File: src/hdl/assert_macros.svh
`ifndef ASSERT_MACROS_SVH
`define ASSERT_MACROS_SVH

// property that holds at every active clock edge outside reset
`define ASSERT_ALWAYS(label, clk, rst, expr) \
   label: assert property (@(posedge clk) disable iff (rst) (expr)) \
      else $error("assertion failed: invariant");

// antecedent implies consequent in the same cycle
`define ASSERT_IMPLIES(label, clk, rst, ante, cons) \
   label: assert property (@(posedge clk) disable iff (rst) (ante) |-> (cons)) \
      else $error("assertion failed: same-cycle implication");

// antecedent implies consequent in the next cycle
`define ASSERT_NEXT(label, clk, rst, ante, cons) \
   label: assert property (@(posedge clk) disable iff (rst) (ante) |=> (cons)) \
      else $error("assertion failed: next-cycle implication");

`endif

File: src/hdl/pida_pkg.sv
`timescale 1ns / 1ps
`default_nettype none

package pida_pkg;

   localparam int POS_W    = 6;
   localparam int WORD_W   = 32;
   localparam int STATUS_W = 2;

   typedef enum logic [1:0] {
      CMD_TRAVERSE = 2'd0,
      CMD_INSERT   = 2'd1,
      CMD_DELETE   = 2'd2,
      CMD_UPDATE   = 2'd3
   } cmd_type;

   typedef enum logic [STATUS_W-1:0] {
      STS_OK    = 2'd0,
      STS_OOB   = 2'd1,
      STS_FULL  = 2'd2,
      STS_EMPTY = 2'd3
   } status_type;

   typedef enum logic [1:0] {
      S_IDLE,
      S_TRAV,
      S_INS,
      S_DEL
   } state_type;

endpackage

`default_nettype wire

File: src/hdl/positional_insert_delete_array.sv
// positional_insert_delete_array: packed array of signed 32-bit words with a
// live count, held in one synchronous single-read single-write memory.
// commands come in on the req_ ports and are taken at a rising edge where
// start is high and busy is low; results leave on the rsp_ ports, one beat
// per cycle marked by rsp_strobe, and the receiver cannot stall them.
// command handling, with p = requested position:
//   errors, update, insert at the end: one registered result beat, no busy
//   traverse: busy while the words are read in order, one result beat per
//     cycle (an empty array answers with a single status beat, no busy)
//   insert inside the array: busy while the words from p up move up
//   delete: busy while the word at p is read and the words above move down
// every word moved by a shift passes through the memory's single read
// port and single write port.
// reset clears the count and the control state only; the memory contents
// are not cleared and are never read before they were written.
// busy stays high while a command is at work; the last result beat of a
// command may overlap the first cycle in which a new command is taken.
`timescale 1ns / 1ps
`default_nettype none

`include "assert_macros.svh"

module positional_insert_delete_array
   import pida_pkg::*;
#(
   parameter int DEPTH = 32
) (
   input  wire logic                       clock,
   input  wire logic                       reset,
   // command channel
   input  wire logic                       start,
   output logic                            busy,
   input  wire logic [1:0]                 req_command,
   input  wire logic [POS_W-1:0]           req_position,
   input  wire logic signed [WORD_W-1:0]   req_value,
   // result channel
   output logic                            rsp_strobe,
   output logic [STATUS_W-1:0]             rsp_status,
   output logic [POS_W-1:0]                rsp_index,
   output logic signed [WORD_W-1:0]        rsp_word,
   output logic [POS_W-1:0]                rsp_stored_count,
   output logic                            rsp_last
);

   // address width for the memory, count width able to hold DEPTH itself
   localparam int ADDR_W = (DEPTH > 1) ? $clog2(DEPTH) : 1;
   localparam int CNT_W  = $clog2(DEPTH + 1);
   // common width to compare a requested position against the count
   localparam int CMP_W  = (CNT_W > POS_W) ? CNT_W : POS_W;

   // ---------------------------------------------------------------------
   // word store: one write and one registered read per cycle
   // ---------------------------------------------------------------------
   logic [WORD_W-1:0] mem [DEPTH];
   logic [WORD_W-1:0] rdata_ff;

   logic              rd_en;
   logic [ADDR_W-1:0] rd_addr;
   logic              wr_en;
   logic [ADDR_W-1:0] wr_addr;
   logic [WORD_W-1:0] wr_data;

   always_ff @(posedge clock) begin
      if (wr_en) begin
         mem[wr_addr] <= wr_data;
      end
      if (rd_en) begin
         rdata_ff <= mem[rd_addr];
      end
   end

   // ---------------------------------------------------------------------
   // control and result registers
   // ---------------------------------------------------------------------
   state_type         state_ff, state_in;
   logic [CNT_W-1:0]  count_ff, count_in;
   logic [CNT_W-1:0]  ptr_ff, ptr_in;          // walking read or write pointer
   logic [CNT_W-1:0]  pos_ff, pos_in;          // target position of an edit
   logic [WORD_W-1:0] val_ff, val_in;          // insert value or removed word
   logic              pipe_vld_ff, pipe_vld_in; // a read was issued last cycle
   logic [ADDR_W-1:0] pipe_addr_ff, pipe_addr_in;

   logic                rsp_strobe_ff, rsp_strobe_in;
   logic [STATUS_W-1:0] rsp_status_ff, rsp_status_in;
   logic [POS_W-1:0]    rsp_index_ff, rsp_index_in;
   logic [WORD_W-1:0]   rsp_word_ff, rsp_word_in;
   logic [POS_W-1:0]    rsp_count_ff, rsp_count_in;
   logic                rsp_last_ff, rsp_last_in;

   logic              accept;
   logic [CMP_W-1:0]  pos_cmp;
   logic [CMP_W-1:0]  cnt_cmp;
   logic              is_full;
   logic [CNT_W-1:0]  ptr_dec;
   logic              trav_last;

   assign busy    = (state_ff != S_IDLE);
   assign accept  = start && !busy;
   assign pos_cmp = CMP_W'(req_position);
   assign cnt_cmp = CMP_W'(count_ff);
   assign is_full = (count_ff == CNT_W'(DEPTH));
   assign ptr_dec = ptr_ff - CNT_W'(1);
   // the beat coming out of the read register is the final stored word
   assign trav_last = ((CNT_W'(pipe_addr_ff) + CNT_W'(1)) == count_ff);

   always_ff @(posedge clock) begin
      if (reset) begin
         state_ff      <= S_IDLE;
         count_ff      <= '0;
         pipe_vld_ff   <= 1'b0;
         rsp_strobe_ff <= 1'b0;
      end else begin
         state_ff      <= state_in;
         count_ff      <= count_in;
         pipe_vld_ff   <= pipe_vld_in;
         rsp_strobe_ff <= rsp_strobe_in;
      end
   end

   always_ff @(posedge clock) begin
      ptr_ff        <= ptr_in;
      pos_ff        <= pos_in;
      val_ff        <= val_in;
      pipe_addr_ff  <= pipe_addr_in;
      rsp_status_ff <= rsp_status_in;
      rsp_index_ff  <= rsp_index_in;
      rsp_word_ff   <= rsp_word_in;
      rsp_count_ff  <= rsp_count_in;
      rsp_last_ff   <= rsp_last_in;
   end

   // ---------------------------------------------------------------------
   // next state, memory access and result beat
   // ---------------------------------------------------------------------
   always_comb begin
      state_in      = state_ff;
      count_in      = count_ff;
      ptr_in        = ptr_ff;
      pos_in        = pos_ff;
      val_in        = val_ff;
      pipe_vld_in   = 1'b0;
      pipe_addr_in  = pipe_addr_ff;

      rsp_strobe_in = 1'b0;
      rsp_status_in = rsp_status_ff;
      rsp_index_in  = rsp_index_ff;
      rsp_word_in   = rsp_word_ff;
      rsp_count_in  = rsp_count_ff;
      rsp_last_in   = rsp_last_ff;

      rd_en   = 1'b0;
      rd_addr = ptr_ff[ADDR_W-1:0];
      wr_en   = 1'b0;
      wr_addr = req_position[ADDR_W-1:0];
      wr_data = req_value;

      unique case (state_ff)
         S_IDLE: begin
            if (accept) begin
               // error beats share this shape
               rsp_strobe_in = 1'b1;
               rsp_index_in  = req_position;
               rsp_word_in   = '0;
               rsp_count_in  = POS_W'(count_ff);
               rsp_last_in   = 1'b1;
               unique case (cmd_type'(req_command))
                  CMD_TRAVERSE: begin
                     if (count_ff == '0) begin
                        rsp_status_in = STS_EMPTY;
                        rsp_index_in  = '0;
                     end else begin
                        rsp_strobe_in = 1'b0;
                        ptr_in        = '0;
                        state_in      = S_TRAV;
                     end
                  end
                  CMD_INSERT: begin
                     if (pos_cmp > cnt_cmp) begin
                        rsp_status_in = STS_OOB;
                     end else if (is_full) begin
                        rsp_status_in = STS_FULL;
                     end else if (pos_cmp == cnt_cmp) begin
                        // append needs no shift
                        wr_en         = 1'b1;
                        count_in      = count_ff + CNT_W'(1);
                        rsp_status_in = STS_OK;
                        rsp_word_in   = req_value;
                        rsp_count_in  = POS_W'(count_in);
                     end else begin
                        rsp_strobe_in = 1'b0;
                        ptr_in        = count_ff;
                        pos_in        = CNT_W'(req_position);
                        val_in        = req_value;
                        state_in      = S_INS;
                     end
                  end
                  CMD_DELETE: begin
                     if (pos_cmp >= cnt_cmp) begin
                        rsp_status_in = STS_OOB;
                     end else begin
                        rsp_strobe_in = 1'b0;
                        ptr_in        = CNT_W'(req_position);
                        pos_in        = CNT_W'(req_position);
                        state_in      = S_DEL;
                     end
                  end
                  CMD_UPDATE: begin
                     if (pos_cmp >= cnt_cmp) begin
                        rsp_status_in = STS_OOB;
                     end else begin
                        wr_en         = 1'b1;
                        rsp_status_in = STS_OK;
                        rsp_word_in   = req_value;
                     end
                  end
                  default: begin
                     rsp_status_in = STS_OOB;
                  end
               endcase
            end
         end

         S_TRAV: begin
            // issue reads in order; each beat leaves through the read register and the result registers
            if (ptr_ff < count_ff) begin
               rd_en        = 1'b1;
               rd_addr      = ptr_ff[ADDR_W-1:0];
               pipe_vld_in  = 1'b1;
               pipe_addr_in = ptr_ff[ADDR_W-1:0];
               ptr_in       = ptr_ff + CNT_W'(1);
            end
            if (pipe_vld_ff) begin
               rsp_strobe_in = 1'b1;
               rsp_status_in = STS_OK;
               rsp_index_in  = POS_W'(pipe_addr_ff);
               rsp_word_in   = rdata_ff;
               rsp_count_in  = POS_W'(count_ff);
               rsp_last_in   = trav_last;
               if (trav_last) begin
                  state_in = S_IDLE;
               end
            end
         end

         S_INS: begin
            // walk down from the top: read i-1, write it to i next cycle
            if (ptr_ff > pos_ff) begin
               rd_en        = 1'b1;
               rd_addr      = ptr_dec[ADDR_W-1:0];
               pipe_vld_in  = 1'b1;
               pipe_addr_in = ptr_dec[ADDR_W-1:0];
               ptr_in       = ptr_dec;
            end
            if (pipe_vld_ff) begin
               wr_en   = 1'b1;
               wr_addr = pipe_addr_ff + ADDR_W'(1);
               wr_data = rdata_ff;
            end else if (ptr_ff == pos_ff) begin
               // gap is open, drop the new word in
               wr_en         = 1'b1;
               wr_addr       = pos_ff[ADDR_W-1:0];
               wr_data       = val_ff;
               count_in      = count_ff + CNT_W'(1);
               rsp_strobe_in = 1'b1;
               rsp_status_in = STS_OK;
               rsp_index_in  = POS_W'(pos_ff);
               rsp_word_in   = val_ff;
               rsp_count_in  = POS_W'(count_in);
               rsp_last_in   = 1'b1;
               state_in      = S_IDLE;
            end
         end

         S_DEL: begin
            // walk up: the first read is the removed word, the rest move down
            if (ptr_ff < count_ff) begin
               rd_en        = 1'b1;
               rd_addr      = ptr_ff[ADDR_W-1:0];
               pipe_vld_in  = 1'b1;
               pipe_addr_in = ptr_ff[ADDR_W-1:0];
               ptr_in       = ptr_ff + CNT_W'(1);
            end
            if (pipe_vld_ff) begin
               if (CNT_W'(pipe_addr_ff) == pos_ff) begin
                  val_in = rdata_ff;
               end else begin
                  wr_en   = 1'b1;
                  wr_addr = pipe_addr_ff - ADDR_W'(1);
                  wr_data = rdata_ff;
               end
            end else if (ptr_ff == count_ff) begin
               count_in      = count_ff - CNT_W'(1);
               rsp_strobe_in = 1'b1;
               rsp_status_in = STS_OK;
               rsp_index_in  = POS_W'(pos_ff);
               rsp_word_in   = val_ff;
               rsp_count_in  = POS_W'(count_in);
               rsp_last_in   = 1'b1;
               state_in      = S_IDLE;
            end
         end

         default: begin
            state_in = S_IDLE;
         end
      endcase
   end

   assign rsp_strobe       = rsp_strobe_ff;
   assign rsp_status       = rsp_status_ff;
   assign rsp_index        = rsp_index_ff;
   assign rsp_word         = rsp_word_ff;
   assign rsp_stored_count = rsp_count_ff;
   assign rsp_last         = rsp_last_ff;

   // ---------------------------------------------------------------------
   // checks
   // ---------------------------------------------------------------------
   // the count never runs past the capacity
   `ASSERT_ALWAYS(a_count_bound, clock, reset, count_ff <= CNT_W'(DEPTH))
   // a taken command either answers at once or keeps the block busy
   `ASSERT_NEXT(a_accept_progress, clock, reset, accept, busy || rsp_strobe)
   // the store is never written while nothing is at work
   `ASSERT_IMPLIES(a_idle_no_write, clock, reset, !busy && !accept, !wr_en)
   // an error or empty beat always closes its command
   `ASSERT_IMPLIES(a_error_is_last, clock, reset,
      rsp_strobe && (rsp_status != STS_OK), rsp_last)

endmodule

`default_nettype wire

File: config.mk
export PLATFORM = sky130hd
export DESIGN_NAME = positional_insert_delete_array
export DESIGN_NICKNAME = d
export VERILOG_FILES = /design/src/hdl/pida_pkg.sv /design/src/hdl/positional_insert_delete_array.sv
export VERILOG_INCLUDE_DIRS = /design/src /design/src/hdl
export SDC_FILE = /design/constraint.sdc
export NUM_CORES = 2
export LEC_CHECK = 0
export BUFFER_PORTS_ARGS = -buffer_cell sky130_fd_sc_hd__buf_2
export CAP_MARGIN = 5
export CORE_UTILIZATION = 50
export CTS_CLUSTER_DIAMETER = 60
export DETAILED_ROUTE_END_ITERATION = 16
export GPL_TIMING_DRIVEN = 1
export PLACE_DENSITY_LB_ADDON = 0.15
export SLEW_MARGIN = 5
export SYNTH_ARGS = -nofsm -noshare
export SYNTH_HDL_FRONTEND = slang
export SYNTH_SLANG_ARGS = --single-unit
File: constraint.sdc
create_clock -name clock -period 5.55 [get_ports clock]
set_clock_uncertainty 0.1 [all_clocks]
set_input_delay 0.2775 -clock clock [delete_from_list [all_inputs] [get_ports clock]]
set_output_delay 0.2775 -clock clock [all_outputs]
set_load 0.01 [all_outputs]
Yosys cells after proc, flatten, opt, wreduce, memory -nomap -nowiden
Memories as Yosys holds them, arrays and structs flattened. A register that Yosys moved wholly into a read port is not among the register bits.
Cells that the tools add are included.
Widths: inputs -> output; s select.

operators by class
  mux-type cells = 128
  equal/unequal tests = 40
  order comparisons = 4
  add/subtract/negate cells = 7
  reductions and logical operators = 19

operators by type and width
  kind                 count
  $mux 32              21
  $pmux 32 s2          3
  $mux 6               29
  $pmux 32 s4          1
  $pmux 6 s3           3
  $pmux 6 s4           2
  $mux 5               8
  $mux 2               19
  $ne 2x2->1 const B   17
  $mux 1               29
  $eq 6x6->1           4
  $pmux 2 s4           3
  $ne 3x3->1 const B   7
  $pmux 5 s2           2
  $reduce_and 9->1     2
  $reduce_and 13->1    1
  $add 6x1->6 const B  2
  $gt 6x6->1           2
  $pmux 6 s2           1
  $reduce_and 6->1     2
  $sub 6x1->6 const B  2
  $eq 2x2->1 const B   4
  $pmux 1 s4           2
  $reduce_and 8->1     1
  23 further kinds     31

word-level totals
  memories = 1
  RAM bits = 1024
  word-level logic and storage cells = 212
  register bits = 106
  input port bits = 43

memories
  name  words  bits a word  read ports  clocked after memory_dff  wr ports  line                                  RTL
  mem   32     32           1           1                         1         positional_insert_delete_array.sv:54  logic [WORD_W-1:0] mem [DEPTH];

Logic depth before layout (Yosys ltp)
  word-level depth = 9
  depth in mapped cells = 15
  depth with buffers taken out = 10

Worst setup path before layout
No wires, ideal clock.

  path type = register -> register
  from = register count_ff[3], in the netlist cnt_cmp[3]
  to = register rsp_status_ff[0], in the netlist rsp_status[0], enable pin
  path slack = 0.713 ns
  stages on the path, launching flop included = 9
  path buffers = 1
  library setup time = 0.330 ns
  data arrival time = 4.407 ns
  cells stage by stage = dfxtp_1 > clkbuf_1 > clkinv_1 > ha_1 > nand4_1 > o22a_1 > o22a_1 > a21oi_1 > a21boi_0

between the ends
  word-level cells in the longest chain between the ends = 3

RTL lines
  element                                                    line                                   RTL
  start, declared                                            positional_insert_delete_array.sv:76   logic [CNT_W-1:0] count_ff, count_in;
  start signal, assigned                                     positional_insert_delete_array.sv:114  count_ff <= count_in;
  $gt 6x6->1, or another cell as far along                   positional_insert_delete_array.sv:178  if (pos_cmp > cnt_cmp) begin
  $ne 5x5->1 (no source line), or another cell as far along  --
  $reduce_and 9->1 (no source line) (*)                      --
  end signal, assigned                                       positional_insert_delete_array.sv:125  rsp_status_ff <= rsp_status_in;
  end, declared                                              positional_insert_delete_array.sv:84   logic [STATUS_W-1:0] rsp_status_ff, rsp_status_in;

Mark *: on every way between the ends. The rest lies on a longest branch, timed or not.
A chain may end at the register's enable or synchronous reset.

Final worst setup path
  from = register ptr_ff[0]
  to = register rdata_ff[31] (read register of mem) (data pin)

between the ends
  word-level cells in the longest chain between the ends = 3

RTL lines
  element                                   line                                                                          RTL
  start, declared                           positional_insert_delete_array.sv:77                                          logic [CNT_W-1:0] ptr_ff, ptr_in;
  start signal, assigned                    positional_insert_delete_array.sv:121                                         ptr_ff <= ptr_in;
  $lt 6x6->1, or another cell as far along  positional_insert_delete_array.sv:225, positional_insert_delete_array.sv:276
  $mux 1, or another cell as far along      positional_insert_delete_array.sv:225, positional_insert_delete_array.sv:276
  $pmux 1 s2 or $mux 5 (tied branches)      --
  end, declared                             positional_insert_delete_array.sv:55                                          logic [WORD_W-1:0] rdata_ff;

Several ways; a longest one is shown, not always the timed one.

==> impl_metrics.py <==
metrics = {
    "outcome": {
        "status": "completed",
    },
    "place": {
        "place_ws_ns": 0.682,
        "io_buffers": 91,
        "numPlacedInstances": 4680,
        "place_hpwl_um": 76000,
        "gp_congestion": 0.900,
    },
    "clocking": {
        "cts_buffers": 114,
        "root_buffer": "clkbuf_16",
        "cts_sinks": 1162,
        "cts_setup_buffers": 0,
        "cts-resized-gates": 0,
        "insertion_delay_ns": 0.70,
        "h-tree-depth": 3,
        "ctsHoldBuffers": 40,
        "cts_tree": "built",
        "cts.clk_slew.worst_paths_ns": 0.06,
        "clock_path_buffers": 3,
    },
    "logic_synthesis": {
        "synth_area_per_cell_sq_um": 13.8,
        "yosys.area_share.xor_xnor_pct": 0.645,
        "yosys.area.top_type": "edfxtp_1",
        "ys_seq_area_share_pct": 73.2,
        "synth_top_family_by_area": "simple AND/OR/NAND/NOR gates",
        "synth_compound_area_share_pct": 7.47,
        "synth-seq-cells": 1162,
        "synth_fa_ha_area_share_pct": 0.789,
        "synth_cell_types": 69,
        "synthSimpleGateAreaFrac_pct": 11.5,
        "synth_enable_flop_cells": 1152,
        "ys_async_sr_fraction_pct": 0,
        "synth_top_area_share_pct": 72.7,
        "synth_area_leaders": "edfxtp_1 73%, nand2_1 6.7%, mux2i_1 2.9%, nand3_1 2.8%, a32oi_1 2.3%",
        "yosysWarningCount": 0,
        "synth_top_flop_cell": "edfxtp_1",
        "postSynthCellCount": 3440,
        "syn_area_sq_um": 47600,
        "synth_mux_area_share_pct": 3.69,
        "syn_nets": 3513,
    },
    "global_routing": {
        "grt_max_degree": 121,
        "grt_util_all_layers_pct": 28.6,
        "use_met1_pct": 41.5,
        "antenna_found_initial": 2,
        "gr-usage-met3_pct": 5.05,
        "grt_pass1_wl_um": 199000,
        "overflow": 0,
        "grtUsageMet2_pct": 43.7,
        "busiest_layer": "met2",
        "grt_pass1_vias": 29200,
    },
    "power_and_ir_drop": {
        "power_density_nw_per_um2": 419,
        "p_leak_nw": 18.2,
        "ir_worst_vdd_uv": 304,
    },
    "timing": {
        "period_needed_ns": 4.91,
        "tightest_slew_ns": 1.42,
        "final_hold_viol_count": 0,
        "rsz0062_at_grt": "false",
        "setup_viol": 0,
        "finalSetupTns_ns": 0,
        "fmax_ghz": 0.204,
        "slew_viol_final": 0,
        "slew_headroom_pct": 4.72,
        "fin_crit_sh_pct": 88.4,
        "setup_slack_ns": 0.643,
    },
    "routing": {
        "vias": 30700,
        "drt.antenna.violating_nets": 0,
        "firstDrtPassIters": 9,
        "wire_per_inst_um": 27.9,
        "viasPerCell": 6.24,
        "drc": 0,
        "wirelength_um": 137000,
        "drt-initial-drc-count": 4418,
    },
    "die": {
        "die_w_um": 310,
        "start_util_pct": 50.7,
        "boundaryPins": 92,
        "core_area_sq_um": 93700,
        "dieHeight_um": 310,
        "rows": 112,
        "die_area_sq_um": 96400,
    },
    "finish": {
        "final_cell_mix": "1152 x edfxtp_1, 845 x nand2_1, 266 x nand3_1, 136 x mux2i_1, 129 x a31oi_1",
        "synthToLayoutAreaGrowth_pct": 14.3,
        "regArea_sq_um": 34800,
        "drive_above_1_share_pct": 13.2,
        "antenna_cells": 0,
        "fin_cells": 4926,
        "fin_nets": 3655,
        "multi_input_area_sq_um": 11800,
        "nFillCells": 7247,
        "final_common_cell": "edfxtp_1",
    },
    "worst_hold_path": {
        "hold_path_class": "primary input to register",
    },
    "flow_run": {
        "cap_violations": 0,
    },
    "setup_path": {
        "critPathArrivalTime_ns": 5.22,
        "critical_path_required_ns": 5.86,
        "cp-start-kind": "register",
        "cp_max_fo": 16,
        "worst-setup-path-type": "register to register",
        "crit_path_end_kind": "register",
    },
}
[power by group]
group / internal (mW) / leakage, nW / total, mW / switching (mW)
clock network: 4.64 / 1.84 / 7.90 / 3.26
registers: 10.1 / 10.5 / 10.3 / 0.250
logic: 1.43 / 5.87 / 4.56 / 3.13
total: 16.1 / 18.2 / 22.8 / 6.64
[critical path, cell delays in order (launching register included)]
cell and delay [ns]:
edfxtp_1 0.58, inv_1 0.29, ha_1 0.38, nand3_2 0.22, o311a_1 0.58, nand2_1 0.13
xor2_1 0.40, nand2b_2 0.75, buf_4 0.42, a31oi_1 0.11, nor4_1 0.63
[per-stage QoR]
stage               utilization, %  cell area [sq um]  power, mW  hold WS (ns)
finish                        58.0              54400       22.8         0.178
global route                  58.0              54400       23.6         0.200
CTS                           58.0              54400       22.8         0.140
detailed placement            53.5              50200       15.0         0.446
global placement              53.5              50200       14.9         0.440
floorplan                        -              47600       13.4         0.276
[cell type report]
type	instances	area share, %
Clock inverter	69	1.50
Tap cell	1254	2.89
Timing Repair Buffer	251	3.97
Inverter	58	0.400
Multi-Input combinational cell	1995	21.8
Clock buffer	137	5.48
Sequential cell	1162	64.0
[cell families (layout without fill, tap and decap cells)]
kind of cell | Yosys count | count (layout)
buffers and inverters | 283 | 515
flip-flops | 1162 | 1162
adder cells (fa/ha/maj) | 30 | 30
AO/OA/AOI/OAI | 483 | 483
multiplexers | 171 | 171
AND/OR/NAND/NOR | 1276 | 1276
XOR/XNOR | 35 | 35
[synthesized netlist by cell type (5+ instances only)]
cell type	n
nand4_1	5
a222oi_1	32
nand3_1	266
a22oi_1	40
buf_2	61
xnor2_1	17
inv_1	55
nand2b_1	5
nor3_1	19
o21ai_0	57
dfxtp_1	10
mux2i_1	137
buf_4	22
a221oi_1	6
clkbuf_1	109
nor2_1	70
a32oi_1	124
edfxtp_1	1152
a31oi_1	129
and3_1	9
a211oi_1	8
nor4_1	18
mux2_2	34
nor4_2	16
a21oi_1	28
xor2_1	18
ha_1	30
buf_6	9
nand2_1	848
buf_1	21
a32o_1	8
[sequential cells by signal (all words and copies together) (netlist names)]
register / flops
rsp_strobe: 1
rdata_ff: 32
pos_ff: 6
mem: 1024
cnt_cmp: 6
rsp_last: 1
rsp_word: 32
rsp_stored_count: 6
rsp_index: 6
val_ff: 32
pipe_vld_ff: 1
state_ff: 2
rsp_status: 2
pipe_addr_ff: 5
ptr_ff: 6
[final timing paths]
kind,startpoint,end,slack [ns],cells past startpoint
max,ptr_ff[0],rdata_ff[31],0.64,10
min,req_command[1],rsp_status[0],0.18,4
max reg2reg,ptr_ff[0],rdata_ff[31],0.64,10
min reg2reg,val_ff[17],rsp_word[17],0.47,2
[layer usage]
layer | up-vias | share of wire [%]
met2 | 1713 | 46
met1 | 15400 | 42
li1 | 13300 | -
met4 | 2 | 3.0
met3 | 245 | 9.9
met5 | - | 0.010
Note: power is estimated with default switching activity, not from simulation.
